$ cat config.mk
export PLATFORM = sky130hd
export DESIGN_NAME = hsl_to_rgb_converter_flat
export DESIGN_NICKNAME = d
export VERILOG_FILES = /design/src/sv/hsl2rgb_pkg.sv /design/src/sv/hsl2rgb_if.sv /design/src/sv/hsl2rgb_chan.sv /design/src/sv/hsl_to_rgb_converter.sv /design/src/flat_wrapper.sv
export SDC_FILE = /design/constraint.sdc
export NUM_CORES = 2
export LEC_CHECK = 0
export BUFFER_PORTS_ARGS = -buffer_cell sky130_fd_sc_hd__buf_2
export CAP_MARGIN = 20
export CELL_PAD_IN_SITES_DETAIL_PLACEMENT = 0
export CELL_PAD_IN_SITES_GLOBAL_PLACEMENT = 2
export CORE_UTILIZATION = 39
export DETAILED_ROUTE_END_ITERATION = 10
export PLACE_DENSITY_LB_ADDON = 0.3
export SLEW_MARGIN = 20
export SYNTH_ARGS = -nofsm -noshare
export SYNTH_HDL_FRONTEND = slang
export SYNTH_SLANG_ARGS = --single-unit
$ cat constraint.sdc
create_clock -name clk -period 6.3 [get_ports clk]
set_input_delay 1.26 -clock clk [delete_from_list [all_inputs] [get_ports clk]]
set_output_delay 1.26 -clock clk [all_outputs]
set_load 0.005 [all_outputs]
$ cat src/sv/hsl2rgb_pkg.sv
`timescale 1ns / 1ps
// Shared types and constants for the HSL to RGB converter.
// No dependencies.
package hsl2rgb_pkg;

  localparam int HUE_W        = 16;
  localparam int SAT_W        = 16;
  localparam int LIT_W        = 16;
  localparam int CHAN_W       = 8;
  localparam int FRAC_BITS_DEF = 15;

  // Per-stage load enables handed from the pipeline control to each channel
  typedef struct packed {
    logic s2;
    logic s3;
    logic s4;
    logic s5;
  } hsl2rgb_en_t;

endpackage

$ cat src/sv/hsl2rgb_if.sv
`timescale 1ns / 1ps
// Valid/ready channel interfaces for pixels in (HSL) and out (RGB).
// Depends on hsl2rgb_pkg.
interface hsl2rgb_in_if import hsl2rgb_pkg::*; ();
  logic             valid;
  logic             ready;
  logic [HUE_W-1:0] hue;
  logic [SAT_W-1:0] saturation;
  logic [LIT_W-1:0] lightness;

  modport source (output valid, output hue, output saturation, output lightness,
                  input ready);
  modport sink   (input valid, input hue, input saturation, input lightness,
                  output ready);
endinterface

interface hsl2rgb_out_if import hsl2rgb_pkg::*; ();
  logic              valid;
  logic              ready;
  logic [CHAN_W-1:0] red;
  logic [CHAN_W-1:0] green;
  logic [CHAN_W-1:0] blue;

  modport source (output valid, output red, output green, output blue, input ready);
  modport sink   (input valid, input red, input green, input blue, output ready);
endinterface

$ cat src/sv/hsl2rgb_chan.sv
`timescale 1ns / 1ps
// One color channel: hue position to ramp weight, weight times chroma,
// scale by 255 and round. Depends on hsl2rgb_pkg.
module hsl2rgb_chan import hsl2rgb_pkg::*; #(
  parameter int FRAC_BITS = FRAC_BITS_DEF
) (
  input  logic                  clk,
  input  hsl2rgb_en_t           en,
  input  logic [FRAC_BITS+2:0]  pos,     // stage 2, 0..6*ONE
  input  logic [FRAC_BITS:0]    chroma,  // stage 2 register
  input  logic [FRAC_BITS:0]    floor_p, // stage 3 register
  output logic [CHAN_W-1:0]     byte_r
);

  localparam int F  = FRAC_BITS;
  localparam int HW = F + 3;
  localparam int VW = F + 1;
  localparam int PW = 2 * F + 2;
  localparam int YW = 2 * F + 9;

  localparam logic [HW-1:0] ONE_P   = HW'(1) << F;
  localparam logic [HW-1:0] THREE_P = HW'(3) << F;
  localparam logic [HW-1:0] FOUR_P  = HW'(4) << F;
  localparam logic [YW-1:0] HALF_Y  = YW'(1) << (2 * F - 1);

  logic [VW-1:0] d_r, d_nxt;
  logic [HW-1:0] down;
  logic [PW-1:0] prod_r, prod_nxt;
  logic [PW-1:0] v_sum;
  logic [PW-2:0] v_r, v_nxt;
  logic [YW-1:0] y;
  logic [CHAN_W-1:0] byte_nxt;

  // weight d in 0..ONE: rising ramp, plateau, falling ramp, floor
  always_comb begin
    down = FOUR_P - pos;
    priority if (pos < ONE_P) begin
      d_nxt = pos[F:0];
    end else if (pos < THREE_P) begin
      d_nxt = ONE_P[F:0];
    end else if (pos < FOUR_P) begin
      d_nxt = down[F:0];
    end else begin
      d_nxt = '0;
    end
  end

  assign prod_nxt = PW'(chroma) * PW'(d_r);

  // v = p*ONE + 2*c*d, never above ONE^2
  assign v_sum = (PW'(floor_p) << F) + (prod_r << 1);
  assign v_nxt = v_sum[PW-2:0];

  // 255*v + half, top byte; cannot exceed 255
  assign y        = (YW'(v_r) << 8) - YW'(v_r) + HALF_Y;
  assign byte_nxt = y[2*F+7:2*F];

  always_ff @(posedge clk) begin
    if (en.s2) d_r    <= d_nxt;
    if (en.s3) prod_r <= prod_nxt;
    if (en.s4) v_r    <= v_nxt;
    if (en.s5) byte_r <= byte_nxt;
  end

endmodule

$ cat src/sv/hsl_to_rgb_converter.sv
`timescale 1ns / 1ps
// HSL to RGB pixel converter, five-stage pipeline, top level.
// Depends on hsl2rgb_pkg, hsl2rgb_if.sv and hsl2rgb_chan.
//
//   channel  dir  handshake      payload
//   in_pix   in   valid/ready    hue, saturation, lightness (16b each)
//   out_pix  out  valid/ready    red, green, blue (8b each)
//
// One pixel per clock unless out_pix.ready holds the pipeline back; out_pix.valid
// rises once the accepted pixel reaches the stage 5 register.
// Stages: clamp/min and 6*hue, chroma multiply and channel positions,
// weight multiply, sum, scale by 255 and round.
// rst_n (synchronous) clears the stage valid bits only.
// Each stage holds only while it is full and the stage after it holds, so
// bubbles close up and in_pix.ready stays high unless all five stages are full.
module hsl_to_rgb_converter import hsl2rgb_pkg::*; #(
  parameter int FRAC_BITS = FRAC_BITS_DEF
) (
  input  logic       clk,
  input  logic       rst_n,
  hsl2rgb_in_if.sink    in_pix,
  hsl2rgb_out_if.source out_pix
);

  localparam int F  = FRAC_BITS;
  localparam int VW = F + 1;
  localparam int HW = F + 3;
  localparam int CW = (F >= 16) ? F + 1 : 17;
  localparam int MW = 2 * F + 2;

  localparam logic [CW-1:0] ONE_C   = CW'(1) << F;
  localparam logic [VW-1:0] ONE_V   = VW'(1) << F;
  localparam logic [VW-1:0] HALF_V  = VW'(1) << (F - 1);
  localparam logic [MW-1:0] HALF_M  = MW'(1) << (F - 1);
  localparam logic [HW:0]   TWO_R   = (HW + 1)'(2) << F;
  localparam logic [HW:0]   SIX_R   = (HW + 1)'(6) << F;
  localparam logic [HW-1:0] TWO_P   = HW'(2) << F;
  localparam logic [HW-1:0] FOUR_P  = HW'(4) << F;

  // pipeline control
  logic v1_r, v2_r, v3_r, v4_r, v5_r;
  logic en1;
  hsl2rgb_en_t en;

  assign en.s5 = !v5_r || out_pix.ready;
  assign en.s4 = !v4_r || en.s5;
  assign en.s3 = !v3_r || en.s4;
  assign en.s2 = !v2_r || en.s3;
  assign en1   = !v1_r || en.s2;

  assign in_pix.ready  = en1;
  assign out_pix.valid = v5_r;

  always_ff @(posedge clk) begin
    if (!rst_n) begin
      v1_r <= 1'b0;
      v2_r <= 1'b0;
      v3_r <= 1'b0;
      v4_r <= 1'b0;
      v5_r <= 1'b0;
    end else begin
      if (en1)   v1_r <= in_pix.valid;
      if (en.s2) v2_r <= v1_r;
      if (en.s3) v3_r <= v2_r;
      if (en.s4) v4_r <= v3_r;
      if (en.s5) v5_r <= v4_r;
    end
  end

  // stage 1: wrap hue, clamp S and L, m = min(L, 1-L), 6*hue
  logic [CW-1:0] hue_x, sat_x, lit_x;
  logic [F-1:0]  h;
  logic [VW-1:0] s_c, l_c, l_inv;
  logic [VW-1:0] s1_s_r, s1_l_r, s1_m_r;
  logic [HW-1:0] s1_h6_r, h6_nxt;

  assign hue_x = CW'(in_pix.hue);
  assign sat_x = CW'(in_pix.saturation);
  assign lit_x = CW'(in_pix.lightness);
  assign h     = hue_x[F-1:0];
  assign s_c   = (sat_x > ONE_C) ? ONE_V : sat_x[F:0];
  assign l_c   = (lit_x > ONE_C) ? ONE_V : lit_x[F:0];
  assign l_inv = ONE_V - l_c;
  assign h6_nxt = (HW'(h) << 2) + (HW'(h) << 1);

  always_ff @(posedge clk) begin
    if (en1) begin
      s1_s_r  <= s_c;
      s1_l_r  <= l_c;
      s1_m_r  <= (l_c < l_inv) ? l_c : l_inv;
      s1_h6_r <= h6_nxt;
    end
  end

  // stage 2: chroma c = round(S*m), channel positions (wrapped into 0..6)
  logic [MW-1:0] sm_sum;
  logic [VW-1:0] s2_c_r, s2_l_r;
  logic [HW:0]   red_t, red_w;
  logic [HW-1:0] pos_red, pos_green, pos_blue;

  assign sm_sum = MW'(s1_s_r) * MW'(s1_m_r) + HALF_M;

  assign red_t     = {1'b0, s1_h6_r} + TWO_R;
  assign red_w     = (red_t > SIX_R) ? red_t - SIX_R : red_t;
  assign pos_red   = red_w[HW-1:0];
  assign pos_green = s1_h6_r;
  assign pos_blue  = (s1_h6_r < TWO_P) ? s1_h6_r + FOUR_P : s1_h6_r - TWO_P;

  always_ff @(posedge clk) begin
    if (en.s2) begin
      s2_c_r <= sm_sum[F+F:F];
      s2_l_r <= s1_l_r;
    end
  end

  // stage 3: floor level p = L - c
  logic [VW-1:0] s3_p_r;

  always_ff @(posedge clk) begin
    if (en.s3) s3_p_r <= s2_l_r - s2_c_r;
  end

  hsl2rgb_chan #(.FRAC_BITS(FRAC_BITS)) u_red (
    .clk     (clk),
    .en      (en),
    .pos     (pos_red),
    .chroma  (s2_c_r),
    .floor_p (s3_p_r),
    .byte_r  (out_pix.red)
  );

  hsl2rgb_chan #(.FRAC_BITS(FRAC_BITS)) u_green (
    .clk     (clk),
    .en      (en),
    .pos     (pos_green),
    .chroma  (s2_c_r),
    .floor_p (s3_p_r),
    .byte_r  (out_pix.green)
  );

  hsl2rgb_chan #(.FRAC_BITS(FRAC_BITS)) u_blue (
    .clk     (clk),
    .en      (en),
    .pos     (pos_blue),
    .chroma  (s2_c_r),
    .floor_p (s3_p_r),
    .byte_r  (out_pix.blue)
  );

  // input stalls only when every stage is full
  a_no_bubble_stall: assert property (@(posedge clk) disable iff (!rst_n)
    !in_pix.ready |-> (v1_r && v2_r && v3_r && v4_r && v5_r))
    else $error("input stalled with a bubble in the pipeline");

  // chroma never exceeds one half
  a_chroma_bound: assert property (@(posedge clk) disable iff (!rst_n)
    v2_r |-> (s2_c_r <= HALF_V))
    else $error("chroma above one half");

  // an input transfer always lands in stage 1
  a_accept_lands: assert property (@(posedge clk) disable iff (!rst_n)
    (in_pix.valid && in_pix.ready) |=> v1_r)
    else $error("accepted pixel lost at stage 1");

endmodule
$ cat src/flat_wrapper.sv
// flat-port wrapper written by rule: the top's interface ports become plain ports
module hsl_to_rgb_converter_flat import hsl2rgb_pkg::*;
#(
  parameter int FRAC_BITS = FRAC_BITS_DEF
)
  (clk, rst_n, in_pix_valid, in_pix_hue, in_pix_saturation, in_pix_lightness, in_pix_ready, out_pix_valid, out_pix_red, out_pix_green, out_pix_blue, out_pix_ready);
  hsl2rgb_in_if in_pix_i ();
  hsl2rgb_out_if out_pix_i ();
  input  logic clk;
  input  logic rst_n;
  input wire logic [$bits(in_pix_i.valid)-1:0] in_pix_valid;
  input wire logic [$bits(in_pix_i.hue)-1:0] in_pix_hue;
  input wire logic [$bits(in_pix_i.saturation)-1:0] in_pix_saturation;
  input wire logic [$bits(in_pix_i.lightness)-1:0] in_pix_lightness;
  output wire logic [$bits(in_pix_i.ready)-1:0] in_pix_ready;
  output wire logic [$bits(out_pix_i.valid)-1:0] out_pix_valid;
  output wire logic [$bits(out_pix_i.red)-1:0] out_pix_red;
  output wire logic [$bits(out_pix_i.green)-1:0] out_pix_green;
  output wire logic [$bits(out_pix_i.blue)-1:0] out_pix_blue;
  input wire logic [$bits(out_pix_i.ready)-1:0] out_pix_ready;
  assign in_pix_i.valid = in_pix_valid;
  assign in_pix_i.hue = in_pix_hue;
  assign in_pix_i.saturation = in_pix_saturation;
  assign in_pix_i.lightness = in_pix_lightness;
  assign in_pix_ready = in_pix_i.ready;
  assign out_pix_valid = out_pix_i.valid;
  assign out_pix_red = out_pix_i.red;
  assign out_pix_green = out_pix_i.green;
  assign out_pix_blue = out_pix_i.blue;
  assign out_pix_i.ready = out_pix_ready;
  hsl_to_rgb_converter #(.FRAC_BITS(FRAC_BITS)) u_core (.clk(clk), .rst_n(rst_n), .in_pix(in_pix_i), .out_pix(out_pix_i));
endmodule
==> summary.txt <==
Placed design
  – Gp weighted congestion: between 0.8 and 0.9
  – Port Buffers: 76
  – DP HPWL: 105,000 um

Global routing
  – Pin count of the biggest net entering global routing: 88
  – Overall Global Routing Usage: between 10% and 20%
  – Top Usage Layer GRT: met2
  – Routing usage on met1: 28.4%
  – Met3 Track Usage GR: around 1.9%
  – Met2 global-route usage: between 30 and 40%
  – Vias in the first global route: 36,500
  – First-pass GRT wire length: between 200,000 and 250,000 um
  – GRT overflow: 0
  – Initial antenna violation count: 0

Timing
  – Period minus WS final: roughly 6.2 ns
  – Final setup fails: 0
  – Slew @ Worst Pin: 0.991 ns
  – Fin. Hold Viols: 0
  – Max-slew headroom: between 30% and 40%
  – Worst-case clock skew: 0.0379 ns
  – Unrepaired setup endpoints after global routing: true
  – FMAX: 160 MHz
  – Fin crit share: between 90% and 100%
  – Worst hold slack: ~0.41 ns
  – Slew Limit Fails: 0

Detailed routing
  – 1st-pass router iterations: 5
  – Final wirelength: between 100,000 and 150,000 um
  – Routed vias: roughly 35,000
  – Drt drc: 0
  – Initial drt markers: 1,635
  – DRT antenna net count: 0
  – Routed vias/inst: 4.82
  – Wire length per cell: roughly 17 um

Floorplanning
  – Total core area: 0.129 sq mm
  – Die area: 0.132 sq mm
  – I/O Pins: 78
  – Die Ht: about 360 um
  – Die width: 363 um
  – Initial Util: 39.3%
  – FP Rows: ~130

Setup path
  – Critical Path End Type: register
  – Highest fanout seen on the critical path: 7
  – Worst path slowest cell: fa_1
  – Worst EP arrival: 6.61 ns
  – CP most frequent cell: fa_1
  – Worst Path Required: 6.66 ns
  – Slowest cell delay on critical path: approximately 0.53 ns
  – Crit-path leading delay family: adder cells
  – Worst setup path class: reg -> reg
  – Startpoint Class: register
  – Worst Path Buf+Inv: 9

CTS
  – CTS tree: done
  – CTS Sinks: 360
  – Longest Clk Path Bufs: 3
  – Clk_lat worst skew: 0.65 ns
  – Inserted Clock Buffers: 48
  – H-tree depth: 2
  – Clk slew on worst S/H paths: approximately 0.06 ns
  – CTS root buf: clkbuf_16

Run status
  – Status: finished, final reports clean

Cells and area
  – Layout area overhead: 15.5%
  – Share of cells above drive strength 1: 12.9%
  – Filler cells: 12,500
  – Area of the multi-input gates: 0.0360 sq mm
  – Final nets: just under 7,000
  – Storage element area: between 0.01 and 0.015 sq mm

Synthesis
  – Yosys reg bits: 360
  – EDFF count, synth: ~360
  – Mapped Area: 0.0508 sq mm
  – Gate Count Post-Synth: between 5,000 and 6,000
  – YS warnings: 0
  – Register area share after synthesis: between 20% and 30%
  – Syn Nets: 6,613
  – Distinct cells, synth: 83
  – Prevailing post-synth register cell: edfxtp_1
  – Fraction of registers with async set/reset: 0%
  – Mapped Avg Cell Area: 9.78 sq um

Min path
  – Worst Hold Class: reg -> reg

Job
  – Max Cap Viol: 0
[cell type report]
| cell class | instances | share of cell area (%) |
|---|---|---|
| Tap cell | 1742 | 3.72 |
| Clock inverter | 33 | 0.725 |
| Sequential cell | 360 | 18.3 |
| Antenna cell | 2 | 0.00853 |
| Multi-Input combinational cell | 3587 | 61.4 |
| Inverter | 1058 | 6.77 |
| Clock buffer | 54 | 2.12 |
| Timing Repair Buffer | 478 | 6.89 |
[cells by family after synthesis]
logic type	count (synthesis)	synth area share, %
and+or+nand+nor	1526	15.0
xor gates and xnor gates	194	3.35
other	1	0.00738
DFF	360	21.2
buffers and inverters	1244	9.27
muxes	12	0.261
AOI/OAI and AO/OA	484	6.24
adders and majority gates	1370	44.7
[placed cells by master (no fill, tap or decap), types with 12 or more instances in the layout]
cell type	n
a211oi_1	24
xor2_1	39
a21o_1	49
buf_4	340
and2_1	453
or3_1	25
o21a_1	31
fa_2	13
nor3_1	60
nor4_1	12
buf_2	76
inv_2	13
o21ai_0	77
ha_1	615
fa_1	725
ha_4	15
nand2_1	604
clkbuf_16	51
o31ai_1	18
a21oi_1	117
nor2_1	144
nor2b_1	51
o21bai_1	20
nand3_1	45
o21ai_1	14
a22o_1	22
nand4_1	14
buf_12	43
nand2b_1	20
edfxtp_1	355
xnor2_1	151
inv_1	1044
a21oi_2	14
buf_6	16
[cell usage after synthesis, drive strengths merged (10+ instances only)]
| cell | instances | area [sq um] |
|---|---|---|
| o31ai | 20 | 150 |
| nand4 | 14 | 87.6 |
| a22o | 22 | 193 |
| xnor2 | 155 | 1360 |
| edfxtp | 355 | 10700 |
| nor2b | 52 | 325 |
| fa | 738 | 14800 |
| or2 | 10 | 62.6 |
| nor2 | 153 | 577 |
| a21o | 49 | 368 |
| clkbuf | 176 | 661 |
| nor4 | 15 | 115 |
| and2 | 461 | 2890 |
| nand2b | 21 | 131 |
| buf | 10 | 76.3 |
| o211ai | 10 | 75.1 |
| nand2 | 607 | 2280 |
| a211oi | 27 | 203 |
| o21a | 31 | 233 |
| a21oi | 132 | 664 |
| mux2 | 10 | 113 |
| nor3 | 61 | 305 |
| o21bai | 20 | 150 |
| ha | 632 | 7910 |
| nand3 | 49 | 245 |
| xor2 | 39 | 342 |
| o21ai | 99 | 495 |
| inv | 1058 | 3970 |
| or3 | 31 | 200 |
| and3 | 13 | 81.3 |
[state kept, by name, indices dropped and copies added (netlist names), 8 cells and up]
signal,flops
u_core.pos_green,17
u_core.s1_l_r,15
u_core.s1_m_r,16
u_core.s1_s_r,16
u_core.s2_c_r,16
u_core.s2_l_r,16
u_core.s3_p_r,16
u_core.u_blue.byte_r,8
u_core.u_blue.d_r,15
u_core.u_blue.prod_r,29
u_core.u_blue.v_r,29
u_core.u_green.byte_r,8
u_core.u_green.d_r,15
u_core.u_green.prod_r,29
u_core.u_green.v_r,29
u_core.u_red.byte_r,8
u_core.u_red.d_r,15
u_core.u_red.prod_r,29
u_core.u_red.v_r,29
[metrics by stage]
| step | std cells | util, % | instance area, sq um | setup TNS, ns | worst slack, ns |
|---|---|---|---|---|---|
| 2_1_floorplan | 5191 | - | 50800 | 0 | 0.00759 |
| 3_3_place_gp | 7194 | 43.3 | 55900 | -0.857 | -0.205 |
| 3_5_place_dp | 7194 | 43.3 | 55900 | -0.878 | -0.159 |
| 4_1_cts | 7284 | 44.7 | 57800 | -0.0343 | -0.0343 |
| 5_1_grt | 7312 | 45.4 | 58700 | -1.45 | -0.169 |
| 6_report | 7314 | 45.4 | 58700 | 0 | 0.0520 |
[metal layers]
layer | vias up | wire (um)
li1 | 17100 | -
met3 | 95 | 4150
met5 | - | 0
met2 | 471 | 59200
met4 | 0 | 2060
met1 | 17600 | 61900
[repair_timing]
item                                    CTS  global route
endpoints found under the setup margin   20            37
cloned                                    0             2
pin swaps                                14            78
resized for setup                        36           132
setup buffers                             3            26
hold buffers                              0             0
[worst reg2reg max path, cell delays in order, from the launching register on]
cell	delay, ns
edfxtp_1	0.44
buf_12	0.18
and2_4	0.15
fa_1	0.53
inv_1	0.05
fa_1	0.47
inv_1	0.05
fa_1	0.50
inv_1	0.06
fa_1	0.53
inv_1	0.05
fa_1	0.48
inv_1	0.05
fa_1	0.49
inv_2	0.05
ha_4	0.20
and3_4	0.18
a221o_1	0.32
a31o_4	0.23
o31ai_4	0.18
buf_6	0.14
a31oi_4	0.09
o221ai_2	0.20
a21oi_2	0.09
buf_4	0.15
xor2_1	0.14
[path summary, 6_finish.rpt]
path / startpoint / cells past startpoint / end / slack [ns]
setup / recovery: u_core.s2_c_r[7] / 25 / u_core.u_red.prod_r[27] / 0.05
hold reg to reg: u_core.s1_l_r[9] / 0 / u_core.s2_l_r[9] / 0.41
hold / removal: u_core.s1_l_r[9] / 0 / u_core.s2_l_r[9] / 0.41
setup reg to reg: u_core.s2_c_r[7] / 25 / u_core.u_red.prod_r[27] / 0.05
Power is left out: the tool's default activity adds up to more than one toggle a clock period on the data nets, which glitch-free logic cannot reach.
